`config.mk`:
```
export PLATFORM = sky130hd
export DESIGN_NAME = uuencode_block_checksum_core_flat
export DESIGN_NICKNAME = d
export VERILOG_FILES = /design/src/sv/uubc_pkg.sv /design/src/sv/uubc_if.sv /design/src/sv/uubc_front.sv /design/src/sv/uubc_queue.sv /design/src/sv/uubc_back.sv /design/src/sv/uuencode_block_checksum_core.sv /design/src/flat_wrapper.sv
export SDC_FILE = /design/constraint.sdc
export NUM_CORES = 1
export LEC_CHECK = 0
export ABC_AREA = 0
export BUFFER_PORTS_ARGS = -buffer_cell sky130_fd_sc_hd__buf_2
export CORE_UTILIZATION = 30
export DETAILED_ROUTE_END_ITERATION = 6
export SYNTH_ARGS = -nofsm -noshare
export SYNTH_HDL_FRONTEND = slang
export SYNTH_SLANG_ARGS = --single-unit
```
`constraint.sdc`:
```
create_clock -name clk -period 9.95 [get_ports clk]
set_clock_uncertainty 0.2 [all_clocks]
set_input_delay 1.4925 -clock clk [delete_from_list [all_inputs] [get_ports clk]]
set_output_delay 1.4925 -clock clk [all_outputs]
set_load 0.01 [all_outputs]
```
`src/sv/uubc_pkg.sv`:
```
// shared types and constants of the uuencode block checksum core
// no dependencies; used by the front, queue, back and top files and the bench checker
`default_nettype none

package uubc_pkg;

  localparam int unsigned LINE_BYTES_DEF  = 45;
  localparam int unsigned BLOCK_LINES_DEF = 20;
  localparam int unsigned QUEUE_DEPTH     = 2;
  localparam int unsigned MAX_RESULTS     = 4;

  localparam logic [6:0] CHAR_OFFSET = 7'd32;
  localparam logic [6:0] ZERO_CHAR   = 7'd96;

  localparam logic KIND_TEXT = 1'b0;
  localparam logic KIND_SUM  = 1'b1;

  typedef struct packed {
    logic        kind;
    logic [6:0]  character;
    logic        end_of_line;
    logic [17:0] block_sum;
  } result_t;

  // all results caused by one byte, slot 0 first
  typedef struct packed {
    logic [2:0]                   count;
    result_t [MAX_RESULTS-1:0]    res;
  } rec_t;

endpackage

`default_nettype wire

```
`src/sv/uubc_if.sv`:
```
// valid/ready channel interfaces for input bytes and result beats
// no dependencies
`default_nettype none

interface uubc_in_if;
  logic       valid;
  logic       ready;
  logic [7:0] data_byte;

  modport source (output valid, output data_byte, input ready);
  modport sink   (input valid, input data_byte, output ready);
endinterface

interface uubc_out_if;
  logic        valid;
  logic        ready;
  logic        kind;
  logic [6:0]  character;
  logic        end_of_line;
  logic [17:0] block_sum;
  logic        last;

  modport source (output valid, output kind, output character, output end_of_line,
                  output block_sum, output last, input ready);
  modport sink   (input valid, input kind, input character, input end_of_line,
                  input block_sum, input last, output ready);
endinterface

`default_nettype wire

```
`src/sv/uubc_front.sv`:
```
// front end: takes bytes, keeps line/block state, builds the result list of each byte
// depends on uubc_pkg and uubc_in_if
`default_nettype none

module uubc_front #(
  parameter int unsigned LINE_BYTES  = uubc_pkg::LINE_BYTES_DEF,
  parameter int unsigned BLOCK_LINES = uubc_pkg::BLOCK_LINES_DEF
) (
  input  wire logic        clk,
  input  wire logic        rst,
  input  wire logic        cfg_we,
  input  wire logic [31:0] cfg_wdata,
  uubc_in_if.sink          in_ch,
  input  wire logic        q_full,
  output logic             push,
  output uubc_pkg::rec_t   rec
);

  localparam int unsigned LW = $clog2(LINE_BYTES + 1);
  localparam int unsigned BW = $clog2(BLOCK_LINES + 1);

  logic [31:0]   bytes_remaining;
  logic [LW-1:0] bytes_in_line;
  logic [BW-1:0] lines_in_block;
  logic [3:0]    leftover_bits;
  logic [1:0]    leftover_pairs;
  logic [17:0]   sum_accumulator;

  logic          accept;
  logic          header;
  logic          line_end;
  logic          block_end;
  logic          two_data;
  logic          flush_v;
  logic [LW-1:0] hdr_len;
  logic [LW-1:0] bytes_in_line_next;
  logic [BW-1:0] lines_in_block_next;
  logic [17:0]   sum_next;
  logic [5:0]    d0;
  logic [5:0]    d1;
  logic [5:0]    flush_grp;
  logic [3:0]    leftover_bits_next;
  logic [1:0]    leftover_pairs_next;
  logic [2:0]    n;

  function automatic logic [6:0] enc6(input logic [5:0] v);
    return (v == 6'd0) ? uubc_pkg::ZERO_CHAR : ({1'b0, v} + uubc_pkg::CHAR_OFFSET);
  endfunction

  function automatic uubc_pkg::result_t mk_char(input logic [6:0] c, input logic eol);
    uubc_pkg::result_t r;
    r.kind        = uubc_pkg::KIND_TEXT;
    r.character   = c;
    r.end_of_line = eol;
    r.block_sum   = '0;
    return r;
  endfunction

  assign in_ch.ready = !q_full;
  assign accept      = in_ch.valid && !q_full;
  assign push        = accept && (bytes_remaining != 32'd0);

  assign header              = (bytes_in_line == '0);
  assign hdr_len             = (bytes_remaining < 32'(LINE_BYTES)) ?
                               bytes_remaining[LW-1:0] : LW'(LINE_BYTES);
  assign bytes_in_line_next  = bytes_in_line + LW'(1);
  assign lines_in_block_next = lines_in_block + BW'(1);
  assign line_end            = (bytes_in_line_next == LW'(LINE_BYTES)) ||
                               (bytes_remaining == 32'd1);
  assign block_end           = line_end && ((lines_in_block_next == BW'(BLOCK_LINES)) ||
                                            (bytes_remaining == 32'd1));
  assign sum_next            = sum_accumulator + {10'd0, in_ch.data_byte};

  // split the byte into 6-bit groups by how many leftover bits are pending
  always_comb begin
    d1 = in_ch.data_byte[5:0];
    case (leftover_pairs)
      2'd0: begin
        d0                  = in_ch.data_byte[7:2];
        two_data            = 1'b0;
        leftover_bits_next  = {2'b00, in_ch.data_byte[1:0]};
        leftover_pairs_next = 2'd1;
        flush_grp           = {in_ch.data_byte[1:0], 4'b0000};
      end
      2'd1: begin
        d0                  = {leftover_bits[1:0], in_ch.data_byte[7:4]};
        two_data            = 1'b0;
        leftover_bits_next  = in_ch.data_byte[3:0];
        leftover_pairs_next = 2'd2;
        flush_grp           = {in_ch.data_byte[3:0], 2'b00};
      end
      default: begin
        d0                  = {leftover_bits, in_ch.data_byte[7:6]};
        two_data            = 1'b1;
        leftover_bits_next  = 4'd0;
        leftover_pairs_next = 2'd0;
        flush_grp           = 6'd0;
      end
    endcase
    flush_v = line_end && !two_data;
  end

  // result list in output order
  always_comb begin
    rec = '0;
    n   = 3'd0;
    if (header) begin
      rec.res[n[1:0]] = mk_char(7'(hdr_len) + uubc_pkg::CHAR_OFFSET, 1'b0);
      n = n + 3'd1;
    end
    rec.res[n[1:0]] = mk_char(enc6(d0), line_end && !flush_v && !two_data);
    n = n + 3'd1;
    if (two_data) begin
      rec.res[n[1:0]] = mk_char(enc6(d1), line_end);
      n = n + 3'd1;
    end
    if (flush_v) begin
      rec.res[n[1:0]] = mk_char(enc6(flush_grp), 1'b1);
      n = n + 3'd1;
    end
    if (block_end) begin
      rec.res[n[1:0]].kind      = uubc_pkg::KIND_SUM;
      rec.res[n[1:0]].block_sum = sum_next;
      n = n + 3'd1;
    end
    rec.count = n;
  end

  always_ff @(posedge clk) begin
    if (rst) begin
      bytes_remaining <= '0;
      bytes_in_line   <= '0;
      lines_in_block  <= '0;
      leftover_bits   <= '0;
      leftover_pairs  <= '0;
      sum_accumulator <= '0;
    end else if (cfg_we) begin
      bytes_remaining <= cfg_wdata;
      bytes_in_line   <= '0;
      lines_in_block  <= '0;
      leftover_bits   <= '0;
      leftover_pairs  <= '0;
      sum_accumulator <= '0;
    end else if (push) begin
      bytes_remaining <= bytes_remaining - 32'd1;
      sum_accumulator <= block_end ? 18'd0 : sum_next;
      if (line_end) begin
        bytes_in_line  <= '0;
        leftover_bits  <= '0;
        leftover_pairs <= '0;
        lines_in_block <= block_end ? '0 : lines_in_block_next;
      end else begin
        bytes_in_line  <= bytes_in_line_next;
        leftover_bits  <= leftover_bits_next;
        leftover_pairs <= leftover_pairs_next;
      end
    end
  end

endmodule

`default_nettype wire

```
`src/sv/uubc_queue.sv`:
```
// short fifo of per-byte result lists between front and back end
// depends on uubc_pkg
`default_nettype none

module uubc_queue (
  input  wire logic            clk,
  input  wire logic            rst,
  input  wire logic            push,
  input  wire uubc_pkg::rec_t  wr_rec,
  input  wire logic            pop,
  output logic                 full,
  output logic                 not_empty,
  output uubc_pkg::rec_t       head
);

  localparam int unsigned DEPTH = uubc_pkg::QUEUE_DEPTH;
  localparam int unsigned AW    = (DEPTH > 1) ? $clog2(DEPTH) : 1;

  uubc_pkg::rec_t entries [DEPTH];
  logic [AW-1:0]  wr_ptr;
  logic [AW-1:0]  rd_ptr;
  logic [AW:0]    fill;

  function automatic logic [AW-1:0] bump(input logic [AW-1:0] p);
    return (p == AW'(DEPTH - 1)) ? '0 : p + AW'(1);
  endfunction

  assign full      = (fill == (AW + 1)'(DEPTH));
  assign not_empty = (fill != '0);
  assign head      = entries[rd_ptr];

  always_ff @(posedge clk) begin
    if (rst) begin
      wr_ptr <= '0;
      rd_ptr <= '0;
      fill   <= '0;
    end else begin
      if (push) wr_ptr <= bump(wr_ptr);
      if (pop)  rd_ptr <= bump(rd_ptr);
      if (push && !pop)      fill <= fill + (AW + 1)'(1);
      else if (pop && !push) fill <= fill - (AW + 1)'(1);
    end
  end

  always_ff @(posedge clk) begin
    if (push) entries[wr_ptr] <= wr_rec;
  end

endmodule

`default_nettype wire

```
`src/sv/uubc_back.sv`:
```
// back end: walks the head result list one beat at a time into the output register
// depends on uubc_pkg and uubc_out_if
`default_nettype none

module uubc_back (
  input  wire logic            clk,
  input  wire logic            rst,
  input  wire logic            q_valid,
  input  wire uubc_pkg::rec_t  head,
  output logic                 pop,
  uubc_out_if.source           out_ch
);

  logic       out_valid;
  logic [1:0] idx;
  logic       load;
  logic       is_last;
  uubc_pkg::result_t sel;

  assign load    = q_valid && (!out_valid || out_ch.ready);
  assign is_last = (({1'b0, idx} + 3'd1) == head.count);
  assign pop     = load && is_last;
  assign sel     = head.res[idx];

  assign out_ch.valid = out_valid;

  always_ff @(posedge clk) begin
    if (rst) begin
      out_valid <= 1'b0;
      idx       <= '0;
    end else if (load) begin
      out_valid <= 1'b1;
      idx       <= is_last ? 2'd0 : idx + 2'd1;
    end else if (out_ch.ready) begin
      out_valid <= 1'b0;
    end
  end

  always_ff @(posedge clk) begin
    if (load) begin
      out_ch.kind        <= sel.kind;
      out_ch.character   <= sel.character;
      out_ch.end_of_line <= sel.end_of_line;
      out_ch.block_sum   <= sel.block_sum;
      out_ch.last        <= is_last;
    end
  end

endmodule

`default_nettype wire

```
`src/sv/uuencode_block_checksum_core.sv`:
```
// uuencode-style line encoder with per-block byte sums
// Channels: in_ch carries one raw byte per beat (valid/ready); out_ch carries one
// result per beat: a text character (kind 0) or a block checksum (kind 1), with
// end_of_line on the last character of a line and last on the final result of
// the byte. cfg_we/cfg_wdata load the transfer length and restart the stream;
// write only while the block is idle.
// Each byte gives one to four results: an optional length character, one or two
// group characters, an optional flush character and an optional checksum.
// A byte accepted on in_ch is written into the queue and then loaded from the
// queue head into the output register, from which its first result beat is taken.
// Results leave at one per cycle while the receiver is ready, set by the single
// output register; a byte holds the queue head until its last result is loaded.
// A byte past the end of the transfer is taken and gives nothing.
// A two-entry queue sits between the byte front end and the output side, so
// bytes keep flowing while the receiver stalls until the queue fills.
// Reset clears the stream state and the length, so bytes are dropped until a
// length is written; nothing is shown on out_ch after reset.
// depends on uubc_pkg, uubc_if, uubc_front, uubc_queue, uubc_back
`default_nettype none

module uuencode_block_checksum_core #(
  parameter int unsigned LINE_BYTES  = uubc_pkg::LINE_BYTES_DEF,
  parameter int unsigned BLOCK_LINES = uubc_pkg::BLOCK_LINES_DEF
) (
  input  wire logic        clk,
  input  wire logic        rst,
  input  wire logic        cfg_we,
  input  wire logic [31:0] cfg_wdata,
  uubc_in_if.sink          in_ch,
  uubc_out_if.source       out_ch
);

  // front to queue
  logic           push;
  uubc_pkg::rec_t wr_rec;
  logic           q_full;
  // queue to back
  logic           q_valid;
  logic           pop;
  uubc_pkg::rec_t head;

  // byte intake, line/block counters and result list building
  uubc_front #(
    .LINE_BYTES  (LINE_BYTES),
    .BLOCK_LINES (BLOCK_LINES)
  ) u_front (
    .clk       (clk),
    .rst       (rst),
    .cfg_we    (cfg_we),
    .cfg_wdata (cfg_wdata),
    .in_ch     (in_ch),
    .q_full    (q_full),
    .push      (push),
    .rec       (wr_rec)
  );

  // decoupling queue, one entry per producing byte
  uubc_queue u_queue (
    .clk       (clk),
    .rst       (rst),
    .push      (push),
    .wr_rec    (wr_rec),
    .pop       (pop),
    .full      (q_full),
    .not_empty (q_valid),
    .head      (head)
  );

  // serializer into the registered output beat
  uubc_back u_back (
    .clk     (clk),
    .rst     (rst),
    .q_valid (q_valid),
    .head    (head),
    .pop     (pop),
    .out_ch  (out_ch)
  );

endmodule

`default_nettype wire

```
`src/flat_wrapper.sv`:
```
// flat-port wrapper written by rule: the top's interface ports become plain ports
module uuencode_block_checksum_core_flat 
#(
  parameter int unsigned LINE_BYTES  = uubc_pkg::LINE_BYTES_DEF,
  parameter int unsigned BLOCK_LINES = uubc_pkg::BLOCK_LINES_DEF
)
  (clk, rst, cfg_we, cfg_wdata, in_ch_valid, in_ch_data_byte, in_ch_ready, out_ch_valid, out_ch_kind, out_ch_character, out_ch_end_of_line, out_ch_block_sum, out_ch_last, out_ch_ready);
  uubc_in_if in_ch_i ();
  uubc_out_if out_ch_i ();
  input  wire logic clk;
  input  wire logic rst;
  input  wire logic cfg_we;
  input  wire logic [31:0] cfg_wdata;
  input wire logic [$bits(in_ch_i.valid)-1:0] in_ch_valid;
  input wire logic [$bits(in_ch_i.data_byte)-1:0] in_ch_data_byte;
  output wire logic [$bits(in_ch_i.ready)-1:0] in_ch_ready;
  output wire logic [$bits(out_ch_i.valid)-1:0] out_ch_valid;
  output wire logic [$bits(out_ch_i.kind)-1:0] out_ch_kind;
  output wire logic [$bits(out_ch_i.character)-1:0] out_ch_character;
  output wire logic [$bits(out_ch_i.end_of_line)-1:0] out_ch_end_of_line;
  output wire logic [$bits(out_ch_i.block_sum)-1:0] out_ch_block_sum;
  output wire logic [$bits(out_ch_i.last)-1:0] out_ch_last;
  input wire logic [$bits(out_ch_i.ready)-1:0] out_ch_ready;
  assign in_ch_i.valid = in_ch_valid;
  assign in_ch_i.data_byte = in_ch_data_byte;
  assign in_ch_ready = in_ch_i.ready;
  assign out_ch_valid = out_ch_i.valid;
  assign out_ch_kind = out_ch_i.kind;
  assign out_ch_character = out_ch_i.character;
  assign out_ch_end_of_line = out_ch_i.end_of_line;
  assign out_ch_block_sum = out_ch_i.block_sum;
  assign out_ch_last = out_ch_i.last;
  assign out_ch_i.ready = out_ch_ready;
  uuencode_block_checksum_core #(.LINE_BYTES(LINE_BYTES), .BLOCK_LINES(BLOCK_LINES)) u_core (.clk(clk), .rst(rst), .cfg_we(cfg_we), .cfg_wdata(cfg_wdata), .in_ch(in_ch_i), .out_ch(out_ch_i));
endmodule
```
==> results.py, run 1 <==
metrics = {
    "timing": {
        "fmax_mhz": 199,
        "hold-worst-slack_ns": 0.264,
        "worst_pin_slew_ns": 1.10,
        "setup_viol": 0,
        "slew_violations": 0,
        "fin_crit_sh": 0.505,
        "min_period_ns": 5.02,
        "final.setup.tns_ns": 0,
        "rsz0062_at_grt": "no",
        "hold_viol": 0,
        "max-slew-margin-rel": 0.270,
    },
    "layout": {
        "final_common_cell": "edfxtp_1",
        "fin_nets": 1229,
        "finish.utilization": 0.347,
        "fillCellCount": 4631,
        "syn_to_final_growth_pct": 14.3,
        "drive_gt1_frac": 0.198,
        "diodes": 0,
        "final_cell_mix": "edfxtp_1, nor2_1, buf_2",
    },
    "job": {
        "max-cap-violations": 0,
    },
    "grt": {
        "gr-usage-all-layers": 0.131,
        "grt_max_degree": 79,
        "grt_pass1_vias": 9265,
        "grt_overflow_total": 0,
        "grt_pass1_wl_um": 51200,
        "antenna_found_initial": 0,
    },
    "clock_tree": {
        "cts_hold_buf": 0,
        "cts_tree": "built",
        "clk_latency_ns": 0.52,
        "cts_buffer_depth": 3,
        "cts-resized-gates": 0,
        "path_clk_slew_ns": 0.05,
        "cts_buffers": 35,
        "cts_sinks": 321,
        "root_buffer": "clkbuf_16",
        "h-tree-depth": 2,
        "post_cts_buffers": 0,
    },
    "floorplan": {
        "coreArea_um2": 47700,
        "initial_core_util": 0.304,
        "die_y_um": 222,
        "num_rows": 80,
        "fp.dieW_um": 222,
        "ios": 75,
        "die_area_um2": 49200,
    },
    "route": {
        "drc": 0,
        "drt_iter0_markers": 710,
        "wl_per_cell_um": 17.8,
        "routed_via_density": 5.03,
        "ant_nets": 0,
        "dr.pass1.iters": 5,
        "drt-total-wl_um": 32000,
        "num_vias": 9078,
    },
    "synthesis": {
        "synth-compound-area-share": 0.0769,
        "synth_xor_area_frac": 0.0362,
        "ys_ff_latch": 321,
        "synthSimpleGateAreaFrac": 0.113,
        "synth_cells": 1103,
        "muxShareOfSynthArea": 0.116,
        "synth.yosys.seq_area_share": 0.613,
        "synthAdderAreaFrac": 0.0186,
        "ys.flop_type": "edfxtp_1",
        "netlist_area_um2": 14500,
        "syn-num-nets": 1169,
        "yosys_warnings": 0,
        "synth_top_family_by_area": "multiplexers",
        "synth_edf_count": 246,
        "syn_avg_cell_area_um2": 13.2,
        "synthArstFlopShare": 0,
        "synth_cell_types": 62,
    },
    "place": {
        "place_hpwl_um": 20100,
        "place.gp.congestion": 0.816,
        "io_buffers": 74,
    },
    "pwr": {
        "power.density_nw_per_um2": 240,
        "vdd_ir_drop_max_v": 0.000112,
        "leakagePower_uw": 0.00570,
        "p_total_uw": 3980,
    },
    "worst_setup_path": {
        "critical_path_class": "flop to flop",
        "rrSetupSlack_ns": 4.93,
        "cp-end-kind": "flop",
        "cp_data_arrival_time_ns": 5.26,
        "crit_required_ns": 10.19,
        "worst_setup_path_start_kind": "flop",
        "cp_max_fo": 26,
    },
    "status": {
        "outcome": "finished, final reports clean",
    },
    "min_path": {
        "hold_path.class": "flop to flop",
    },
}
-- power breakdown --
group	internal, uW	leakage, uW	switching (uW)	total [uW]
Clock	739	0.000539	508	1250
Sequential	1770	0.00296	97.1	1860
Combinational	365	0.00220	509	874
-- final cells by class --
type,instances,area [um^2],share of cell area
Clock buffer,49,978,0.0590
Clock inverter,13,120,0.00724
Timing Repair Buffer,86,460,0.0278
Inverter,28,105,0.00634
Tap cell,615,769,0.0464
Multi-Input combinational cell,691,5260,0.317
Sequential cell,321,8890,0.536
-- per-stage QoR --
step	setup WS (ns)	instances	cell area [um^2]
floorplan	2.38	1103	14500
global placement	4.70	1741	15500
detailed placement	4.62	1741	15500
CTS	5.02	1803	16600
global route	4.58	1803	16600
finish	4.93	1803	16600
-- state kept, by name, summed over array words and instances, names as in the netlist, named ones only --
name / cells
u_core.u_back.idx: 2
u_core.u_back.out_ch.block_sum: 18
u_core.u_back.out_ch.character: 7
u_core.u_back.out_ch.end_of_line: 1
u_core.u_back.out_ch.kind: 1
u_core.u_back.out_ch.last: 1
u_core.u_back.out_ch.valid: 1
u_core.u_front.bytes_in_line: 6
u_core.u_front.bytes_remaining: 32
u_core.u_front.leftover_bits: 4
u_core.u_front.leftover_pairs: 2
u_core.u_front.lines_in_block: 5
u_core.u_front.sum_accumulator: 18
u_core.u_queue.entries: 218
u_core.u_queue.fill: 2
u_core.u_queue.rd_ptr: 1
u_core.u_queue.wr_ptr: 1
-- cell families after synthesis --
group,count (synthesis)
AND/OR/NAND/NOR,343
flip-flops,321
AO/OA/AOI/OAI,167
multiplexers,100
buffers and inverters,91
XOR/XNOR,60
adder cells (fa/ha/maj),21
-- path summary, 6_finish.rpt --
path / startpoint / to / cells after the start
setup / recovery: u_core.u_front.bytes_remaining[24] / u_core.u_queue.fill[1] / 8
hold / removal: u_core.u_front.leftover_bits[2] / u_core.u_front.leftover_bits[2] / 2
setup reg to reg: u_core.u_front.bytes_remaining[24] / u_core.u_queue.fill[1] / 8
hold reg to reg: u_core.u_front.leftover_bits[2] / u_core.u_front.leftover_bits[2] / 2
-- Yosys cell counts, types with 22 or more instances --
cell type	number	area, um^2
mux2_2	30	338
inv_1	26	97.6
xor2_1	39	342
clkbuf_1	38	143
a211oi_1	27	203
nor2_1	159	597
dfxtp_1	75	1500
nand3_1	27	135
nand2_1	45	169
o21ai_0	29	145
mux4_2	52	1170
nor3_1	22	110
nand4_1	24	150
a21oi_1	36	180
edfxtp_1	246	7390
-- critical path: stages (launching register included) --
cell and delay, ns:
dfxtp_1 0.34, nor3_1 0.57, and4bb_1 0.54, nand4_2 0.59
nand2_1 0.98, inv_1 0.68, ha_1 0.52, or3_1 0.38
a21oi_1 0.14
-- metal layers --
metal / vias up / GRT usage / part of all wire
met5: - / 0 / 0
met2: 191 / 0.225 / 0.49
met4: 0 / 0.0403 / 0.023
met3: 53 / 0.0228 / 0.040
li1: 4331 / - / -
met1: 4503 / 0.169 / 0.45
Note: power is estimated with default switching activity, not from simulation.
==> run 2, diff against run 1 <==
- clock period: 9.95 -> 5.25 ns (I/O delays scaled with it)
==> run 2 against run 1 <==
Critical path depth stayed put. Core utilization grew 0.055 points. Setup slack worse by 3.7 ns. Via count shrank 0.14%. First-iteration DRC count decreased by 7.7%. Power grew 89%. Clock power grew 88%. Critical endpoint unchanged.
==> results.py, run 2 (same netlist as run 1, synthesis figures left out) <==
metrics = {
    "clock_tree": {
        "root_buffer": "clkbuf_16",
        "cts_hold_buf": 0,
        "h-tree-depth": 2,
        "post_cts_buffers": 0,
        "path_clk_slew_ns": 0.05,
        "cts_tree": "built",
        "cts_sinks": 321,
        "clk_latency_ns": 0.53,
        "cts-resized-gates": 0,
        "cts_buffer_depth": 3,
        "cts_buffers": 36,
    },
    "grt": {
        "antenna_found_initial": 0,
        "grt_max_degree": 57,
        "grt_util_met1": 0.173,
        "grt_pass1_vias": 9216,
        "met3_usage": 0.0209,
        "busiest_layer": "met2",
        "grt_overflow_total": 0,
        "use_met2": 0.219,
        "grt_pass1_wl_um": 50700,
        "gr-usage-all-layers": 0.130,
    },
    "route": {
        "routed_via_density": 5.01,
        "num_vias": 9065,
        "dr.pass1.iters": 5,
        "drc": 0,
        "drt_iter0_markers": 655,
        "wl_per_cell_um": 17.7,
        "ant_nets": 0,
        "drt-total-wl_um": 31900,
    },
    "timing": {
        "fmax_mhz": 252,
        "fin_crit_sh": 0.757,
        "min_period_ns": 3.97,
        "slew_violations": 0,
        "setup_ws_ns": 1.28,
        "hold_viol": 0,
        "setup_viol": 0,
        "max-slew-margin-rel": 0.419,
        "worst_pin_slew_ns": 0.866,
        "rsz0062_at_grt": "no",
        "hold-worst-slack_ns": 0.256,
        "final.setup.tns_ns": 0,
    },
    "min_path": {
        "hold_path.class": "flop to flop",
        "min_from": "u_core.u_front.leftover_bits[3]",
        "hold_depth": 2,
        "min_to": "u_core.u_front.leftover_bits[3]",
    },
    "layout": {
        "fillCellCount": 4603,
        "fin_nets": 1232,
        "diodes": 0,
        "final_cell_area_um2": 16600,
        "largest-register": "u_core.u_queue.entries",
        "drive_gt1_frac": 0.205,
        "largest_reg_flops": 218,
        "reg.largest.list": "u_core.u_queue.entries x218, u_core.u_front.bytes_remaining x32",
        "final_cell_mix": "edfxtp_1, nor2_1, buf_2",
        "syn_to_final_growth_pct": 14.5,
        "final_common_cell": "edfxtp_1",
    },
    "place": {
        "place_hpwl_um": 20200,
        "place_area_um2": 15500,
        "io_buffers": 74,
        "place.gp.congestion": 0.833,
        "place_ws_ns": 1.35,
    },
    "worst_setup_path": {
        "crit_start": "u_core.u_front.bytes_remaining[24]",
        "r2r-end": "u_core.u_queue.fill[1]",
        "cpMaxStageDelayCell": "nand4_2",
        "path_cells": "nor3_1 -> and4bb_1 -> nand4_2 -> nand2_1 -> inv_1 -> ha_1 -> or3_1 -> a21oi_1",
        "cp_max_fo": 25,
        "cp-end-kind": "flop",
        "worst_setup_path_start_kind": "flop",
        "crit_required_ns": 5.49,
        "r2r-start": "u_core.u_front.bytes_remaining[24]",
        "cp_data_arrival_time_ns": 4.22,
        "cpPeakStageDelay_ns": 0.60,
        "cp_top_family": "simple AND/OR/NAND/NOR gates",
        "rrSetupSlack_ns": 1.28,
        "r2r_cells": 8,
        "crit_buf_inv": 1,
        "critical_path_class": "flop to flop",
    },
    "floorplan": {
        "coreArea_um2": 47700,
        "die_area_um2": 49200,
        "initial_core_util": 0.304,
        "num_rows": 80,
        "fp.dieW_um": 222,
        "die_y_um": 222,
        "ios": 75,
    },
    "job": {
        "max-cap-violations": 0,
    },
    "pwr": {
        "leakagePower_uw": 0.00572,
        "vdd_ir_drop_max_v": 0.000240,
        "power.density_nw_per_um2": 453,
    },
    "status": {
        "outcome": "finished, final reports clean",
    },
}
run 2: cell types whose count changed in the layout (fill, tap and decap cells not counted), sizes merged:
cell,previous run,this run
clkinvlp,0,2
inv,31,30
bufinv,2,0
clkinv,8,15
clkbuf,49,47
buf,86,88
run 2: worst min-delay path: cells and delay by family (launching register included):
| kind | cells | cell delay [ns] |
|---|---|---|
| AOI/OAI and AO/OA | 1 | 0.05 |
| DFF | 1 | 0.31 |
| and+or+nand+nor | 1 | 0.05 |
run 2: how the worst max path moves through the flow:
stage	slack [ns]	to	cells after the start
after global routing	0.96	u_core.u_queue.fill[1]	8
final	1.28	u_core.u_queue.fill[1]	8
after floorplan	0.23	u_core.u_queue.entries[0][0]	5
after global placement	1.42	u_core.u_queue.fill[1]	8
after detailed placement	1.35	u_core.u_queue.fill[1]	8
after CTS	1.30	u_core.u_queue.fill[1]	8
run 2: where the power goes:
group,leakage [uW],switching (uW),internal (uW)
clock,0.000551,992,1350
sequential,0.00296,159,3340
combinational,0.00221,978,701
run 2: through the flow:
step / power (uW) / std cells / utilization
detailed placement: 5280 / 1743 / 0.325
finish: 7530 / 1809 / 0.348
CTS: 7650 / 1809 / 0.348
global placement: 5240 / 1743 / 0.325
global route: 7900 / 1809 / 0.348
floorplan: 4720 / 1103 / -
run 2: per-layer routing:
| layer | wire [um] | part of all wire | up-vias |
|---|---|---|---|
| met4 | 538 | 0.017 | 0 |
| met1 | 14800 | 0.46 | 4516 |
| met2 | 15400 | 0.48 | 172 |
| li1 | - | - | 4341 |
| met3 | 1180 | 0.037 | 36 |
| met5 | 0 | 0 | - |
run 2: cell type report:
cell class | count | area [um^2] | share of cell area
Tap cell | 615 | 769 | 0.0463
Multi-Input combinational cell | 691 | 5260 | 0.316
Clock inverter | 19 | 106 | 0.00640
Clock buffer | 47 | 1000 | 0.0604
Timing Repair Buffer | 88 | 475 | 0.0286
Sequential cell | 321 | 8890 | 0.535
Inverter | 28 | 105 | 0.00633
==> run 3, diff against run 2 <==
- clock period: 5.25 -> 3.6 ns (I/O delays scaled with it)
==> run 3 against run 2 <==
First-iteration DRC count fell by 8.1%. Highest routed layer unchanged. Core utilization grew 0.42 points. Sequential power rose by 46%. Routed wire length rose by 1.9%. Critical path type unchanged. Critical path depth up 1.
==> results.py, run 3 (same netlist as run 1, synthesis figures left out) <==
metrics = {
    "status": {
        "outcome": "finished, final reports clean",
    },
    "pwr": {
        "p_int_uw": 8090,
        "vdd_ir_drop_max_v": 0.000330,
        "switching_power_uw": 3140,
        "p_clk_frac": 0.320,
        "leakagePower_uw": 0.00583,
        "swShare": 0.280,
        "power.density_nw_per_um2": 668,
        "p_comb_frac": 0.225,
        "seqPwrFrac": 0.454,
    },
    "worst_setup_path": {
        "cp_max_fo": 10,
        "cpMaxStageDelayCell": "or4_1",
        "cpPeakStageDelay_ns": 0.54,
        "critical_path_class": "flop to flop",
        "cp_data_arrival_time_ns": 3.40,
        "path_cells": "or4_1 -> and4bb_1 -> nand4_2 -> nand2_1 -> buf_4 -> inv_1 -> ha_1 -> or3_1 -> a21oi_1",
        "crit_required_ns": 3.87,
        "worst_setup_path_start_kind": "flop",
        "cp-end-kind": "flop",
    },
    "floorplan": {
        "fp.dieW_um": 222,
        "coreArea_um2": 47700,
        "initial_core_util": 0.304,
        "die_y_um": 222,
        "num_rows": 80,
        "ios": 75,
        "die_area_um2": 49200,
    },
    "grt": {
        "antenna_found_initial": 1,
        "grt_pass1_vias": 9473,
        "grt_util_met1": 0.173,
        "grt_overflow_total": 0,
        "grt_pass1_wl_um": 52000,
        "use_met2": 0.222,
        "gr-usage-all-layers": 0.134,
        "busiest_layer": "met2",
        "met3_usage": 0.0266,
        "grt_max_degree": 56,
    },
    "layout": {
        "diodes": 0,
        "finish.utilization": 0.352,
        "syn_to_final_growth_pct": 15.9,
        "largest_reg_flops": 218,
        "drive_gt1_frac": 0.215,
        "reg.largest.list": "u_core.u_queue.entries x218, u_core.u_front.bytes_remaining x32",
        "final_cell_mix": "edfxtp_1, nor2_1, buf_2",
        "final_common_cell": "edfxtp_1",
        "fin_nets": 1247,
        "largest-register": "u_core.u_queue.entries",
    },
    "timing": {
        "final.setup.tns_ns": 0,
        "fmax_mhz": 319,
        "slew_violations": 0,
        "min_period_ns": 3.13,
        "rsz0062_at_grt": "no",
        "setup_viol": 0,
        "setup_ws_ns": 0.468,
        "max-slew-margin-rel": 0.403,
        "hold_viol": 0,
        "worst_pin_slew_ns": 0.890,
        "fin_crit_sh": 0.870,
    },
    "clock_tree": {
        "h-tree-depth": 2,
        "clk_latency_ns": 0.54,
        "cts_buffer_depth": 3,
        "cts_hold_buf": 0,
        "cts_sinks": 321,
        "root_buffer": "clkbuf_16",
        "post_cts_buffers": 0,
        "cts_buffers": 36,
        "cts_tree": "built",
        "cts-resized-gates": 0,
        "path_clk_slew_ns": 0.06,
    },
    "route": {
        "num_vias": 9183,
        "drc": 0,
        "dr.pass1.iters": 6,
        "drt-total-wl_um": 32500,
        "routed_via_density": 5.04,
        "drt_iter0_markers": 602,
        "ant_nets": 0,
        "wl_per_cell_um": 17.9,
    },
    "place": {
        "place_ws_ns": 0.490,
        "io_buffers": 74,
        "place_hpwl_um": 20500,
        "place.gp.congestion": 0.878,
    },
    "job": {
        "max-cap-violations": 0,
    },
    "min_path": {
        "hold_path.class": "primary input to flop",
    },
}
==> run 3: cell types whose count changed in the layout (fill, tap and decap cells not counted), sizes merged <==
cell,previous run,this run
buf,88,103
bufinv,0,2
clkbuf,47,49
clkinv,15,10
clkinvlp,2,1
inv,30,31
==> run 3: worst paths after layout <==
path	startpoint	end	slack, ns	depth (start not counted)
worst max register to register	u_core.u_front.bytes_remaining[27]	u_core.u_queue.fill[1]	0.47	9
worst min register to register	u_core.u_front.leftover_bits[3]	u_core.u_front.leftover_bits[3]	0.26	2
worst min-delay path	cfg_wdata[17]	u_core.u_front.bytes_remaining[17]	0.08	3
worst max-delay path	u_core.u_front.bytes_remaining[27]	u_core.u_queue.fill[1]	0.47	9
==> run 3: worst max-delay path, delay by kind of cell (launching register included) <==
kind | cells | cell delay, ns
AOI/OAI and AO/OA | 1 | 0.15
adders and majority gates | 1 | 0.31
DFF | 1 | 0.34
buffers and inverters | 2 | 0.25
and+or+nand+nor | 5 | 1.80
==> run 3: metrics by stage <==
step / area (um^2) / hold WS (ns) / std cells / total power (uW)
3_5_place_dp: 15700 / 0.252 / 1758 / 7800
4_1_cts: 16800 / 0.0504 / 1823 / 11400
6_report: 16800 / 0.0766 / 1823 / 11200
5_1_grt: 16800 / 0.0654 / 1823 / 11800
3_3_place_gp: 15700 / 0.245 / 1758 / 7740
2_1_floorplan: 14500 / 0.231 / 1103 / 6860
==> run 3: cell type report <==
class                           count  area [um^2]
Clock inverter                     16          141
Multi-Input combinational cell    691         5260
Clock buffer                       49         1020
Timing Repair Buffer              103          626
Tap cell                          615          769
Inverter                           28          105
Sequential cell                   321         8890
Fill cell                        4570        30900
==> run 3: routing by layer <==
metal | share of wire | routed length, um
met3 | 0.046 | 1510
met2 | 0.48 | 15600
met4 | 0.026 | 851
met5 | 0 | 0
met1 | 0.45 | 14600
==> run 3: power groups by stage <==
stage          logic (uW)  clock network (uW)  registers (uW)
6_report             2530                3600            5100
5_1_grt              2790                3850            5180
4_1_cts              2610                3710            5120
3_5_place_dp         2600                   0            5200
3_3_place_gp         2570                   0            5170
2_1_floorplan        1650                   0            5220
